`src/rtl/core/lrg_pkg.sv`:
```
// ----------------------------------------------------------------------------
// lrg_pkg: shared types and constants of the linear ramp generator
// Field widths, action codes, sequencer states and the micro-op table that
// orders the serial multiplies and divides of a step computation.
// ----------------------------------------------------------------------------
package lrg_pkg;

  localparam int unsigned ActionWidth  = 2;
  localparam int unsigned LevelWidth   = 16;
  localparam int unsigned TimeWidth    = 10;
  localparam int unsigned UsWidth      = 10;
  localparam int unsigned DivisorWidth = 20;

  localparam logic [UsWidth-1:0]      UsReset = 10'd20;
  localparam logic [DivisorWidth-1:0] Kilo    = 20'd1000;
  localparam logic [DivisorWidth-1:0] Mega    = 20'd1000000;

  typedef enum logic [ActionWidth-1:0] {
    ActTick    = 2'd0,
    ActSetDest = 2'd1,
    ActSetTime = 2'd2
  } action_e;

  typedef enum logic [2:0] {
    StIdle,
    StSetup,
    StMul,
    StDiv,
    StDone
  } state_e;

  // rounding order, chosen by the size of the distance
  typedef enum logic [1:0] {
    ModeBig,
    ModeMid,
    ModeSmall
  } mode_e;

  typedef enum logic [1:0] {
    OpMul,
    OpDiv,
    OpEnd
  } op_e;

  typedef enum logic [1:0] {
    SrcTime,
    SrcUs,
    SrcKilo,
    SrcMega
  } src_e;

  typedef struct packed {
    op_e  op;
    src_e src;
  } uop_t;

  function automatic uop_t uop_lookup(mode_e mode, logic [2:0] idx);
    uop_t u;
    u = '{op: OpEnd, src: SrcTime};
    case (mode)
      ModeBig: begin
        // ((d / t) / 1000) * us
        case (idx)
          3'd0:    u = '{op: OpDiv, src: SrcTime};
          3'd1:    u = '{op: OpDiv, src: SrcKilo};
          3'd2:    u = '{op: OpMul, src: SrcUs};
          default: u = '{op: OpEnd, src: SrcTime};
        endcase
      end
      ModeMid: begin
        // ((d / t) * us) / 1000
        case (idx)
          3'd0:    u = '{op: OpDiv, src: SrcTime};
          3'd1:    u = '{op: OpMul, src: SrcUs};
          3'd2:    u = '{op: OpDiv, src: SrcKilo};
          default: u = '{op: OpEnd, src: SrcTime};
        endcase
      end
      ModeSmall: begin
        // (((d * 1000) / t) * us) / 1000000
        case (idx)
          3'd0:    u = '{op: OpMul, src: SrcKilo};
          3'd1:    u = '{op: OpDiv, src: SrcTime};
          3'd2:    u = '{op: OpMul, src: SrcUs};
          3'd3:    u = '{op: OpDiv, src: SrcMega};
          default: u = '{op: OpEnd, src: SrcTime};
        endcase
      end
      default: u = '{op: OpEnd, src: SrcTime};
    endcase
    return u;
  endfunction

endpackage

```
`src/rtl/core/lrg_in_if.sv`:
```
// ----------------------------------------------------------------------------
// lrg_in_if: input channel of the linear ramp generator
// Valid/ready handshake carrying one action word.
// ----------------------------------------------------------------------------
interface lrg_in_if;
  logic                             valid;
  logic                             ready;
  logic [lrg_pkg::ActionWidth-1:0]  action;
  logic [lrg_pkg::LevelWidth-1:0]   dest_level;
  logic [lrg_pkg::TimeWidth-1:0]    ramp_time;

  modport source (output valid, action, dest_level, ramp_time, input ready);
  modport sink (input valid, action, dest_level, ramp_time, output ready);
endinterface

```
`src/rtl/core/lrg_out_if.sv`:
```
// ----------------------------------------------------------------------------
// lrg_out_if: result channel of the linear ramp generator
// Valid/ready handshake carrying the current level word.
// ----------------------------------------------------------------------------
interface lrg_out_if;
  logic                           valid;
  logic                           ready;
  logic [lrg_pkg::LevelWidth-1:0] level;
  logic                           ramp_active;

  modport source (output valid, level, ramp_active, input ready);
  modport sink (input valid, level, ramp_active, output ready);
endinterface

```
`src/rtl/core/linear_ramp_generator_unit.sv`:
```
// ----------------------------------------------------------------------------
// linear_ramp_generator_unit: fixed-point linear ramp (slew) generator
// Holds a position, a destination and a signed per-tick step; set words
// recompute the step with a bit-serial multiplier and divider.
// ----------------------------------------------------------------------------
// One word in, one word out. A tick, an unused action, a set word that leaves
// its value unchanged and a set word with a ramp time of zero go straight
// from idle to the done state. A set word that needs a step computation runs
// through the shared bit-serial divider (one quotient bit per cycle over
// W = FractionBits + 22 bits) and shift-add multiplier: two divides and one
// multiply for distances of 4 levels or more, two of each below that.
// A new word is taken once the previous one has been handed to the result
// register, which may still be waiting for the sink.
// ----------------------------------------------------------------------------
module linear_ramp_generator_unit #(
  parameter int unsigned FractionBits = 10
) (
  input  logic                         clk_i,
  input  logic                         rst_ni,
  input  logic                         cfg_we_i,
  input  logic [lrg_pkg::UsWidth-1:0]  cfg_wdata_i,
  lrg_in_if.sink                       in_i,
  lrg_out_if.source                    out_o
);

  localparam int unsigned PosW  = lrg_pkg::LevelWidth + FractionBits;
  localparam int unsigned StepW = FractionBits + 18;
  localparam int unsigned DiffW = PosW + 2;
  localparam int unsigned MagW  = FractionBits + 17;
  localparam int unsigned WorkW = FractionBits + 22;
  localparam int unsigned SumW  = PosW + 3;
  localparam int unsigned CntW  = $clog2(WorkW + 1);
  localparam int unsigned DvW   = lrg_pkg::DivisorWidth;

  localparam logic [MagW-1:0] BigLim   = MagW'(4000) << FractionBits;
  localparam logic [MagW-1:0] SmallLim = MagW'(4) << FractionBits;

  // state
  lrg_pkg::state_e               state_q, state_d;
  logic [PosW-1:0]               position_q, position_d;
  logic [PosW-1:0]               target_q, target_d;
  logic [StepW-1:0]              step_q, step_d;
  logic [lrg_pkg::TimeWidth-1:0] dur_q, dur_d;
  logic [lrg_pkg::UsWidth-1:0]   us_q;
  lrg_pkg::mode_e                mode_q, mode_d;
  logic [2:0]                    idx_q, idx_d;
  logic                          neg_q, neg_d;
  logic                          snap_q, snap_d;
  logic [CntW-1:0]               cnt_q, cnt_d;

  // serial datapath
  logic [WorkW-1:0] work_q, work_d;
  logic [WorkW-1:0] acc_q, acc_d;
  logic [DvW-1:0]   rem_q, rem_d;
  logic [DvW-1:0]   opnd_q, opnd_d;

  // result register
  logic                            out_valid_q, out_valid_d;
  logic [lrg_pkg::LevelWidth-1:0]  level_q;
  logic                            active_q;

  logic                  accept;
  logic                  out_load;
  lrg_pkg::action_e      act;
  logic [PosW-1:0]       nd;
  logic                  set_dest, set_time, start_calc, need_div;
  logic [PosW-1:0]       tgt_new;
  logic [lrg_pkg::TimeWidth-1:0] dur_new;
  logic signed [DiffW-1:0] diff;
  logic [DiffW-1:0]      diff_abs;
  logic [MagW-1:0]       mag;
  lrg_pkg::mode_e        mode_new;
  lrg_pkg::uop_t         uop;
  logic [DvW-1:0]        src_val;
  logic                  cnt_last;
  logic [WorkW-1:0]      acc_sum;
  logic [DvW:0]          rem_shift;
  logic                  rem_ge;
  logic [DvW:0]          rem_sub;
  logic [StepW-1:0]      mag_fin, step_fin;
  logic signed [SumW-1:0] pos_sum, tgt_ext;
  logic                  step_pos, step_neg, clamp;

  // ---------------------------------------------------------------- decode
  assign accept     = in_i.valid & in_i.ready;
  assign act        = lrg_pkg::action_e'(in_i.action);
  assign nd         = {in_i.dest_level, FractionBits'(0)};
  assign set_dest   = (act == lrg_pkg::ActSetDest) && (nd != target_q);
  assign set_time   = (act == lrg_pkg::ActSetTime) && (in_i.ramp_time != dur_q);
  assign start_calc = set_dest || set_time;
  assign tgt_new    = set_dest ? nd : target_q;
  assign dur_new    = set_time ? in_i.ramp_time : dur_q;
  assign need_div   = start_calc && (dur_new != '0);

  assign diff     = $signed({2'b00, tgt_new}) - $signed({2'b00, position_q});
  assign diff_abs = diff[DiffW-1] ? DiffW'(-diff) : DiffW'(diff);
  assign mag      = diff_abs[MagW-1:0];

  always_comb begin
    if (mag > BigLim) begin
      mode_new = lrg_pkg::ModeBig;
    end else if (mag < SmallLim) begin
      mode_new = lrg_pkg::ModeSmall;
    end else begin
      mode_new = lrg_pkg::ModeMid;
    end
  end

  assign uop = lrg_pkg::uop_lookup(mode_q, idx_q);

  always_comb begin
    case (uop.src)
      lrg_pkg::SrcTime: src_val = DvW'(dur_q);
      lrg_pkg::SrcUs:   src_val = DvW'(us_q);
      lrg_pkg::SrcKilo: src_val = lrg_pkg::Kilo;
      lrg_pkg::SrcMega: src_val = lrg_pkg::Mega;
      default:          src_val = lrg_pkg::Kilo;
    endcase
  end

  assign cnt_last = (cnt_q == CntW'(1));

  // shift-add multiplier: work holds the shifting multiplicand
  assign acc_sum = opnd_q[0] ? (acc_q + work_q) : acc_q;

  // restoring divider: work shifts the dividend out and the quotient in
  assign rem_shift = {rem_q, work_q[WorkW-1]};
  assign rem_ge    = rem_shift >= {1'b0, opnd_q};
  assign rem_sub   = rem_shift - {1'b0, opnd_q};

  assign mag_fin  = work_q[StepW-1:0];
  assign step_fin = neg_q ? StepW'(-mag_fin) : mag_fin;

  // tick
  assign pos_sum  = $signed({3'b000, position_q}) + $signed({step_q[StepW-1], step_q});
  assign tgt_ext  = $signed({3'b000, target_q});
  assign step_neg = step_q[StepW-1];
  assign step_pos = !step_q[StepW-1] && (step_q != '0);
  assign clamp    = (step_pos && (pos_sum >= tgt_ext)) || (step_neg && (pos_sum <= tgt_ext));

  // ------------------------------------------------------------ next state
  always_comb begin
    state_d = state_q;
    case (state_q)
      lrg_pkg::StIdle: begin
        if (accept) begin
          state_d = need_div ? lrg_pkg::StSetup : lrg_pkg::StDone;
        end
      end
      lrg_pkg::StSetup: begin
        case (uop.op)
          lrg_pkg::OpMul: state_d = lrg_pkg::StMul;
          lrg_pkg::OpDiv: state_d = lrg_pkg::StDiv;
          default:        state_d = lrg_pkg::StDone;
        endcase
      end
      lrg_pkg::StMul, lrg_pkg::StDiv: begin
        if (cnt_last) begin
          state_d = lrg_pkg::StSetup;
        end
      end
      lrg_pkg::StDone: begin
        if (!out_valid_q || out_o.ready) begin
          state_d = lrg_pkg::StIdle;
        end
      end
      default: state_d = lrg_pkg::StIdle;
    endcase
  end

  // --------------------------------------------------------------- outputs
  always_comb begin
    in_i.ready = (state_q == lrg_pkg::StIdle);
    out_load   = (state_q == lrg_pkg::StDone) && (!out_valid_q || out_o.ready);
    if (out_load) begin
      out_valid_d = 1'b1;
    end else if (out_o.ready) begin
      out_valid_d = 1'b0;
    end else begin
      out_valid_d = out_valid_q;
    end
  end

  assign out_o.valid       = out_valid_q;
  assign out_o.level       = level_q;
  assign out_o.ramp_active = active_q;

  // -------------------------------------------------------------- datapath
  always_comb begin
    position_d = position_q;
    target_d   = target_q;
    step_d     = step_q;
    dur_d      = dur_q;
    mode_d     = mode_q;
    idx_d      = idx_q;
    neg_d      = neg_q;
    snap_d     = snap_q;
    cnt_d      = cnt_q;
    work_d     = work_q;
    acc_d      = acc_q;
    rem_d      = rem_q;
    opnd_d     = opnd_q;
    case (state_q)
      lrg_pkg::StIdle: begin
        if (accept) begin
          if (act == lrg_pkg::ActTick && step_q != '0) begin
            if (clamp) begin
              position_d = target_q;
              step_d     = '0;
            end else begin
              position_d = pos_sum[PosW-1:0];
            end
          end
          if (set_dest) begin
            target_d = nd;
          end
          if (set_time) begin
            dur_d = in_i.ramp_time;
          end
          snap_d = set_dest;
          if (start_calc) begin
            if (dur_new == '0) begin
              // zero ramp time: the next tick jumps
              step_d = StepW'(diff);
            end else begin
              neg_d  = diff[DiffW-1];
              work_d = WorkW'(mag);
              mode_d = mode_new;
              idx_d  = '0;
            end
          end
        end
      end
      lrg_pkg::StSetup: begin
        case (uop.op)
          lrg_pkg::OpMul: begin
            opnd_d = src_val;
            acc_d  = '0;
            cnt_d  = CntW'(lrg_pkg::UsWidth);
          end
          lrg_pkg::OpDiv: begin
            opnd_d = src_val;
            rem_d  = '0;
            cnt_d  = CntW'(WorkW);
          end
          default: begin
            step_d = step_fin;
            // after a new destination, a step that rounds to nothing snaps straight to it
            if (snap_q && step_fin == '0 && target_q != position_q) begin
              position_d = target_q;
            end
          end
        endcase
      end
      lrg_pkg::StMul: begin
        acc_d  = acc_sum;
        opnd_d = opnd_q >> 1;
        work_d = work_q << 1;
        cnt_d  = cnt_q - CntW'(1);
        if (cnt_last) begin
          work_d = acc_sum;
          idx_d  = idx_q + 3'd1;
        end
      end
      lrg_pkg::StDiv: begin
        rem_d  = rem_ge ? rem_sub[DvW-1:0] : rem_shift[DvW-1:0];
        work_d = {work_q[WorkW-2:0], rem_ge};
        cnt_d  = cnt_q - CntW'(1);
        if (cnt_last) begin
          idx_d = idx_q + 3'd1;
        end
      end
      default: begin
      end
    endcase
  end

  // ------------------------------------------------------------- registers
  always_ff @(posedge clk_i or negedge rst_ni) begin
    if (!rst_ni) begin
      state_q     <= lrg_pkg::StIdle;
      position_q  <= '0;
      target_q    <= '0;
      step_q      <= '0;
      dur_q       <= '0;
      us_q        <= lrg_pkg::UsReset;
      mode_q      <= lrg_pkg::ModeMid;
      idx_q       <= '0;
      neg_q       <= 1'b0;
      snap_q      <= 1'b0;
      cnt_q       <= '0;
      out_valid_q <= 1'b0;
    end else begin
      state_q     <= state_d;
      position_q  <= position_d;
      target_q    <= target_d;
      step_q      <= step_d;
      dur_q       <= dur_d;
      mode_q      <= mode_d;
      idx_q       <= idx_d;
      neg_q       <= neg_d;
      snap_q      <= snap_d;
      cnt_q       <= cnt_d;
      out_valid_q <= out_valid_d;
      if (cfg_we_i) begin
        us_q <= cfg_wdata_i;
      end
    end
  end

  always_ff @(posedge clk_i) begin
    work_q <= work_d;
    acc_q  <= acc_d;
    rem_q  <= rem_d;
    opnd_q <= opnd_d;
    if (out_load) begin
      level_q  <= position_q[PosW-1:FractionBits];
      active_q <= (step_q != '0);
    end
  end

endmodule
```
`src/flat_wrapper.sv`:
```
// flat-port wrapper written by rule: the top's interface ports become plain ports
module linear_ramp_generator_unit_flat 
#(
  parameter int unsigned FractionBits = 10
)
  (clk_i, rst_ni, cfg_we_i, cfg_wdata_i, in_i_valid, in_i_action, in_i_dest_level, in_i_ramp_time, in_i_ready, out_o_valid, out_o_level, out_o_ramp_active, out_o_ready);
  lrg_in_if in_i_i ();
  lrg_out_if out_o_i ();
  input  logic clk_i;
  input  logic rst_ni;
  input  logic cfg_we_i;
  input  logic [lrg_pkg::UsWidth-1:0] cfg_wdata_i;
  input wire logic [$bits(in_i_i.valid)-1:0] in_i_valid;
  input wire logic [$bits(in_i_i.action)-1:0] in_i_action;
  input wire logic [$bits(in_i_i.dest_level)-1:0] in_i_dest_level;
  input wire logic [$bits(in_i_i.ramp_time)-1:0] in_i_ramp_time;
  output wire logic [$bits(in_i_i.ready)-1:0] in_i_ready;
  output wire logic [$bits(out_o_i.valid)-1:0] out_o_valid;
  output wire logic [$bits(out_o_i.level)-1:0] out_o_level;
  output wire logic [$bits(out_o_i.ramp_active)-1:0] out_o_ramp_active;
  input wire logic [$bits(out_o_i.ready)-1:0] out_o_ready;
  assign in_i_i.valid = in_i_valid;
  assign in_i_i.action = in_i_action;
  assign in_i_i.dest_level = in_i_dest_level;
  assign in_i_i.ramp_time = in_i_ramp_time;
  assign in_i_ready = in_i_i.ready;
  assign out_o_valid = out_o_i.valid;
  assign out_o_level = out_o_i.level;
  assign out_o_ramp_active = out_o_i.ramp_active;
  assign out_o_i.ready = out_o_ready;
  linear_ramp_generator_unit #(.FractionBits(FractionBits)) u_core (.clk_i(clk_i), .rst_ni(rst_ni), .cfg_we_i(cfg_we_i), .cfg_wdata_i(cfg_wdata_i), .in_i(in_i_i), .out_o(out_o_i));
endmodule
```
`config.mk`:
```
export PLATFORM = sky130hd
export DESIGN_NAME = linear_ramp_generator_unit_flat
export DESIGN_NICKNAME = d
export VERILOG_FILES = /design/src/rtl/core/lrg_pkg.sv /design/src/rtl/core/lrg_in_if.sv /design/src/rtl/core/lrg_out_if.sv /design/src/rtl/core/linear_ramp_generator_unit.sv /design/src/flat_wrapper.sv
export SDC_FILE = /design/constraint.sdc
export NUM_CORES = 1
export LEC_CHECK = 0
export BUFFER_PORTS_ARGS = -buffer_cell sky130_fd_sc_hd__buf_4
export CORE_MARGIN = 2
export CORE_UTILIZATION = 55
export DETAILED_ROUTE_END_ITERATION = 6
export PLACE_DENSITY = 0.83
export REMOVE_ABC_BUFFERS = 1
export SLEW_MARGIN = 20
export SYNTH_ARGS = -nofsm -noshare
export SYNTH_HDL_FRONTEND = slang
export SYNTH_SLANG_ARGS = --single-unit
```
`constraint.sdc`:
```
create_clock -name clk_i -period 7.45 [get_ports clk_i]
set_input_delay 1.1175 -clock clk_i [delete_from_list [all_inputs] [get_ports clk_i]]
set_output_delay 1.1175 -clock clk_i [all_outputs]
set_load 0.02 [all_outputs]
```
# After elaboration in Yosys (flattened, before gate mapping)
# Index checks and enable logic that the tools add are counted.
# word_totals
out_inout_bits	19
in_bits	43
regBits	238
# classes
reduce_logical	45
muxes	52
n_eq_ne	31
n_addsub	8
bitwise_logic	2
magnitude_cmp	5
# op_table
op	count
$mux W28	7
$mux W32	6
$mux W26	6
$pmux W32 S3	1
$pmux W20 S2	2
$pmux W20 S4	1
$pmux W32 S2	1
$mux W20	3
$pmux W28 S2	1
$ne A26 B26 Y1	2
$pmux W26 S2	1
$pmux W4 S3	3
$add A32 B32 Y32	1
$add A27 B28 Y29	1
$ge A29 B27 Y1	1
$le A29 B27 Y1	1
$logic_not A28 Y1	1
$neg A28 Y28	1
$reduce_bool A28 Y1	1
$gt A27 B22 Y1 const B	1
$lt A27 B13 Y1 const B	1
$mux W27	1
$neg A27 Y27	1
$sub A26 B26 Y27	1
other kinds (38)	97

# Depth between registers and ports, before layout
# depth
word_depth	10
mapped_depth	27

# Worst setup path after synthesis
# No wires, ideal clock.
# synth_timing
path_kind	input -> register
from	input port in_i_dest_level[8]
to	register u_core.mode_q[0]
path_slack_ns	1.389
path_buffers	2
path_stages	23
t_arrival_ns	5.977
required_ns	7.365
cell_sequence	xor2_1 -> nor4_1 -> nand3_1 -> o311ai_0 -> clkinv_1 -> clkbuf_1 -> nand2_1 -> o21ai_0 -> ha_1 -> clkbuf_1 -> and4_1 -> o211a_1 -> a221o_1 -> o221ai_1 -> nor2b_1 -> nand3_1 -> nor3_1 -> nand2_1 -> xnor2_1 -> o31a_1 -> or4_1 -> a21oi_1 -> o31ai_1
# synth_between
elab_chain_cells	9
word_cells_on_any_way	12
cone_classes	add/sub: 2; order compare: 2; eq/ne: 1; mux: 4; reduce/logical: 3
# synth_lines
element	line	rtl
start, declared	flat_wrapper.sv:15	input wire logic [$bits(in_i_i.dest_level)-1:0] in_i_dest_level;
$ne A26 B26 Y1 *	linear_ramp_generator_unit.sv:88	assign set_dest = (act == lrg_pkg::ActSetDest) && (nd != target_q);
$logic_and A1 B1 Y1 *	linear_ramp_generator_unit.sv:88	
$mux W26 *	--	
via u_core.tgt_new[11]	linear_ramp_generator_unit.sv:67	logic [PosW-1:0] tgt_new;
$sub A26 B26 Y27 *	linear_ramp_generator_unit.sv:95	assign diff = $signed({2'b00, tgt_new}) - $signed({2'b00, position_q});
$neg A27 Y27	linear_ramp_generator_unit.sv:96	assign diff_abs = diff[DiffW-1] ? DiffW'(-diff) : DiffW'(diff);
$mux W27 *	linear_ramp_generator_unit.sv:96	
$lt A27 B13 Y1	linear_ramp_generator_unit.sv:102	end else if (mag < SmallLim) begin
$mux W2	linear_ramp_generator_unit.sv:102	
$mux W2 *	linear_ramp_generator_unit.sv:100	if (mag > BigLim) begin
end signal, assigned	linear_ramp_generator_unit.sv:287	mode_q <= lrg_pkg::ModeMid;
end signal, assigned	linear_ramp_generator_unit.sv:299	mode_q <= mode_d;
end, declared	linear_ramp_generator_unit.sv:45	lrg_pkg::mode_e mode_q, mode_d;
# The timed path passes the listed nets; every way through them passes the cells marked *.
# A chain may end at the register's enable or synchronous reset.

# Worst setup path after layout
# layout_timing
from	register u_core.step_q[1]
to	register u_core.position_q[22]
# layout_between
elab_chain_cells	8
word_cells_on_any_way	15
cone_classes	add/sub: 1; order compare: 2; eq/ne: 1; mux: 4; reduce/logical: 7
# layout_lines
element	line	rtl
start, declared	linear_ramp_generator_unit.sv:42	logic [StepW-1:0] step_q, step_d;
start signal, assigned	linear_ramp_generator_unit.sv:297	step_q <= step_d;
$add A27 B28 Y29 / $reduce_bool A28 Y1 (equally long branches)	linear_ramp_generator_unit.sv:135, linear_ramp_generator_unit.sv:138, linear_ramp_generator_unit.sv:206	
$ge A29 B27 Y1 (tied with other cells)	linear_ramp_generator_unit.sv:139	assign clamp = (step_pos && (pos_sum >= tgt_ext)) || (step_neg && (pos_sum <= tgt_ext));
$logic_and A1 B1 Y1	linear_ramp_generator_unit.sv:139	
$logic_or A1 B1 Y1	linear_ramp_generator_unit.sv:139	
$mux W26	linear_ramp_generator_unit.sv:207	if (clamp) begin
$mux W26	linear_ramp_generator_unit.sv:206	if (act == lrg_pkg::ActTick && step_q != '0) begin
$mux W26	linear_ramp_generator_unit.sv:205	if (accept) begin
$pmux W26 S2	linear_ramp_generator_unit.sv:203	case (state_q)
end signal, assigned	linear_ramp_generator_unit.sv:295	position_q <= position_d;
end, declared	linear_ramp_generator_unit.sv:40	logic [PosW-1:0] position_q, position_d;
# Several ways; a longest one is shown, not always the timed one. The select of a mux whose other input is x is not followed.

==> results.json <==
{
  "status": "finished, final reports clean",
  "clk_pin_slew_ps": 60,
  "worst-setup-path-type": "reg2reg",
  "worst_path_bufs_invs": 2,
  "period_needed_ps": 6910,
  "place.gp.congestion": 0.949,
  "tritoncts_num_sinks": 238,
  "rrSetupSlack_ps": 540,
  "first_iter_violations": 1777,
  "drt_drc_violations_left": 0,
  "max_slew.worst_pin.slew_ps": 1190,
  "post_drt_via_cell_ratio": 6.38,
  "period_share_pct": 92.8,
  "syn_avg_cell_area_sq_um": 8.89,
  "dr.pass1.iters": 6,
  "cell_chain_of_the_critical_path": "ha_1 -> a21o_1 -> a21o_1 -> a2111oi_0 -> o31ai_1 -> o211ai_1 -> a211oi_1 -> o21a_1 -> or4_1 -> a31o_2 -> a21oi_1 -> xnor2_1 -> ha_1 -> nand4_1 -> nor4_1 -> buf_4 -> a21oi_1 -> nand2b_1 -> a311o_1 -> nand2_1 -> buf_4 -> mux2i_1 -> mux2i_1",
  "max_cap_viol_count": 0,
  "grt_start_max_net_pins": 61,
  "grt_first_pass_wirelength_mm": 88.2,
  "fp.dieArea_sq_mm": 0.0363,
  "finalMaxSlewViolations": 0,
  "ys_types": 85,
  "crit_slowest_cell": "a2111oi_0",
  "startpoint_type": "register",
  "critPathCaptureType": "register",
  "worst_slew_margin_rel_pct": 19.8,
  "worst_hold_slack_ps": 491,
  "routed_wirelength_mm": 56.4,
  "worstHoldPathType": "reg2reg",
  "grt_setup_unrepaired": "false",
  "drive_above_1_share_pct": 9.91,
  "buffer_ports.inserted": 61,
  "hold_viol": 0,
  "cts_hold_repair.buffers": 0,
  "placementRows": 68,
  "fillCellCount": 2898,
  "critPathRequiredTime_ps": 7880,
  "async_s_r_ff_share_synth_pct": 49.2,
  "final_net_count": 2383,
  "fp.dieH_um": 191,
  "dieWidth_um": 191,
  "clock_root_buffer": "clkbuf_16",
  "flow.area_growth_from_synthesis_pct": 9.87,
  "max_freq_mhz": 145,
  "clock_skew_ps": 14.0,
  "vias_in_the_first_global_route": 16200,
  "post_synth_instance_area_sq_mm": 0.0192,
  "num_vias": 17100,
  "detailed_place_hpwl_mm": 42.3,
  "drt.antenna.violating_nets": 0,
  "cts_made_buffers": 28,
  "cp.arrival_ps": 7340,
  "cts_setup_buffers": 0,
  "netlist_instances": 2155,
  "antenna_found_initial": 1,
  "tritoncts": "built",
  "ys_ff_latch": 238,
  "timing.final.setup_violations": 0,
  "multi_input_comb_area_sq_mm": 0.0118,
  "register_area_sq_mm": 0.00657,
  "congestion_overflow_gr": 0,
  "cts_resized": 0,
  "max_stage_delay_ps": 690,
  "h-tree-depth": 1,
  "synth-warning-count": 0,
  "placeableCoreArea_sq_mm": 0.0345,
  "timing.critical_path.fanout_max": 9,
  "yosysSeqAreaShare_pct": 34.3,
  "initial_core_util_pct": 55.6,
  "wire_per_inst_um": 21.1,
  "path_delay_family": "compound AO/OA/AOI/OAI gates",
  "synth_flop_cell": "edfxtp_1",
  "top_ports": 62,
  "total_negative_setup_slack_ps": 0,
  "track_usage_pct": 30.6,
  "clock_path_buffers": 3,
  "clock_insertion_delay_worst_skew_ps": 580,
  "synth-edff-count": 121
}
==> final cells by class <==
class | instances | area share [%]
Multi-Input combinational cell | 1712 | 56.0
Timing Repair Buffer | 98 | 3.50
Tap cell | 455 | 2.71
Antenna cell | 2 | 0.0238
Sequential cell | 238 | 31.2
Inverter | 119 | 2.12
Clock inverter | 12 | 0.529
Clock buffer | 40 | 3.88
==> cell usage in the layout (no fill, tap or decap), types with 17 or more instances in the layout <==
master / n
nand2_1: 181
inv_1: 118
buf_4: 98
mux2i_1: 83
xor2_1: 82
nand2b_1: 25
mux2_2: 40
nor2b_1: 24
nand3_1: 54
clkbuf_16: 29
a21oi_1: 153
o21ai_0: 147
o31ai_1: 19
edfxtp_1: 121
xnor2_1: 100
ha_1: 139
nor3_1: 37
o21a_1: 22
nor4_1: 31
a21o_1: 51
or4_1: 17
nand4_1: 31
nor2_1: 186
o21bai_1: 18
o211ai_1: 17
a211oi_1: 25
dfrtp_1: 114
==> cells in the mapped netlist (all sizes together) (41+ instances only) <==
library cell / instances / area share [%]
a21o: 51 / 2.0
a21oi: 154 / 4.0
clkbuf: 73 / 1.4
dfrtp: 114 / 15
edfxtp: 121 / 19
ha: 139 / 9.1
inv: 118 / 2.3
mux2: 41 / 2.4
mux2i: 83 / 4.3
nand2: 181 / 3.5
nand3: 55 / 1.5
nor2: 186 / 3.6
o21ai: 151 / 4.0
xnor2: 100 / 4.6
xor2: 82 / 3.7
==> registers in the layout, summed over array words and instances (netlist names), 2 cells and up <==
name,count
u_core.out_o.level,16
u_core.target_q,26
u_core.opnd_q,20
u_core.us_q,10
u_core.state_q,3
u_core.mode_q,2
u_core.idx_q,3
u_core.dur_q,10
u_core.cnt_q,6
u_core.step_q,28
u_core.rem_q,20
u_core.position_q,26
u_core.work_q,32
u_core.acc_q,32
==> layer usage <==
metal / GRT usage, % / wire length (um) / share of wire (%)
met4: 9.39 / 1630 / 2.9
met3: 5.98 / 5440 / 9.6
met2: 48.7 / 25400 / 45
met5: 0 / 0 / 0
met1: 42.1 / 23900 / 42
==> worst register-to-register path, cell delays in order, from the launching register on <==
cell and delay, ps:
dfrtp_1 440, ha_1 320, a21o_1 160, a21o_1 210, a2111oi_0 690, o31ai_1 350
o211ai_1 520, a211oi_1 180, o21a_1 230, or4_1 430, a31o_2 260, a21oi_1 170
xnor2_1 140, ha_1 420, nand4_1 140, nor4_1 320, buf_4 210, a21oi_1 130
nand2b_1 180, a311o_1 360, nand2_1 280, buf_4 280, mux2i_1 260, mux2i_1 90
==> path summary, 6_finish.rpt <==
kind,startpoint,cells past startpoint,to
setup / recovery,u_core.step_q[1],23,u_core.position_q[22]
hold / removal,u_core.snap_q,2,u_core.snap_q
setup reg to reg,u_core.step_q[1],23,u_core.position_q[22]
hold reg to reg,u_core.snap_q,2,u_core.snap_q
max in group asynchronous,rst_ni,2,u_core.position_q[25]
min in group asynchronous,rst_ni,1,u_core.step_q[26]
==> stage by stage <==
| step | std cells | instance area, sq um | utilization (%) | worst slack (ps) |
|---|---|---|---|---|
| 2_1_floorplan | 2069 | 18800 | - | 908 |
| 3_3_place_gp | 2622 | 20100 | 58.3 | 689 |
| 3_5_place_dp | 2622 | 20100 | 58.3 | 634 |
| 4_1_cts | 2674 | 21000 | 61.0 | 648 |
| 5_1_grt | 2674 | 21000 | 61.1 | 194 |
| 6_report | 2676 | 21000 | 61.1 | 538 |
==> cell families after synthesis <==
family	Yosys count	synth area share (%)
AOI/OAI and AO/OA	593	19.8
xor gates and xnor gates	182	8.32
adders and majority gates	143	9.50
buffers and inverters	205	4.29
muxes	124	6.77
and+or+nand+nor	670	17.1
DFF	238	34.3
Power is left out: the tool's default activity adds up to more than one toggle a clock period on the data nets, which glitch-free logic cannot reach.
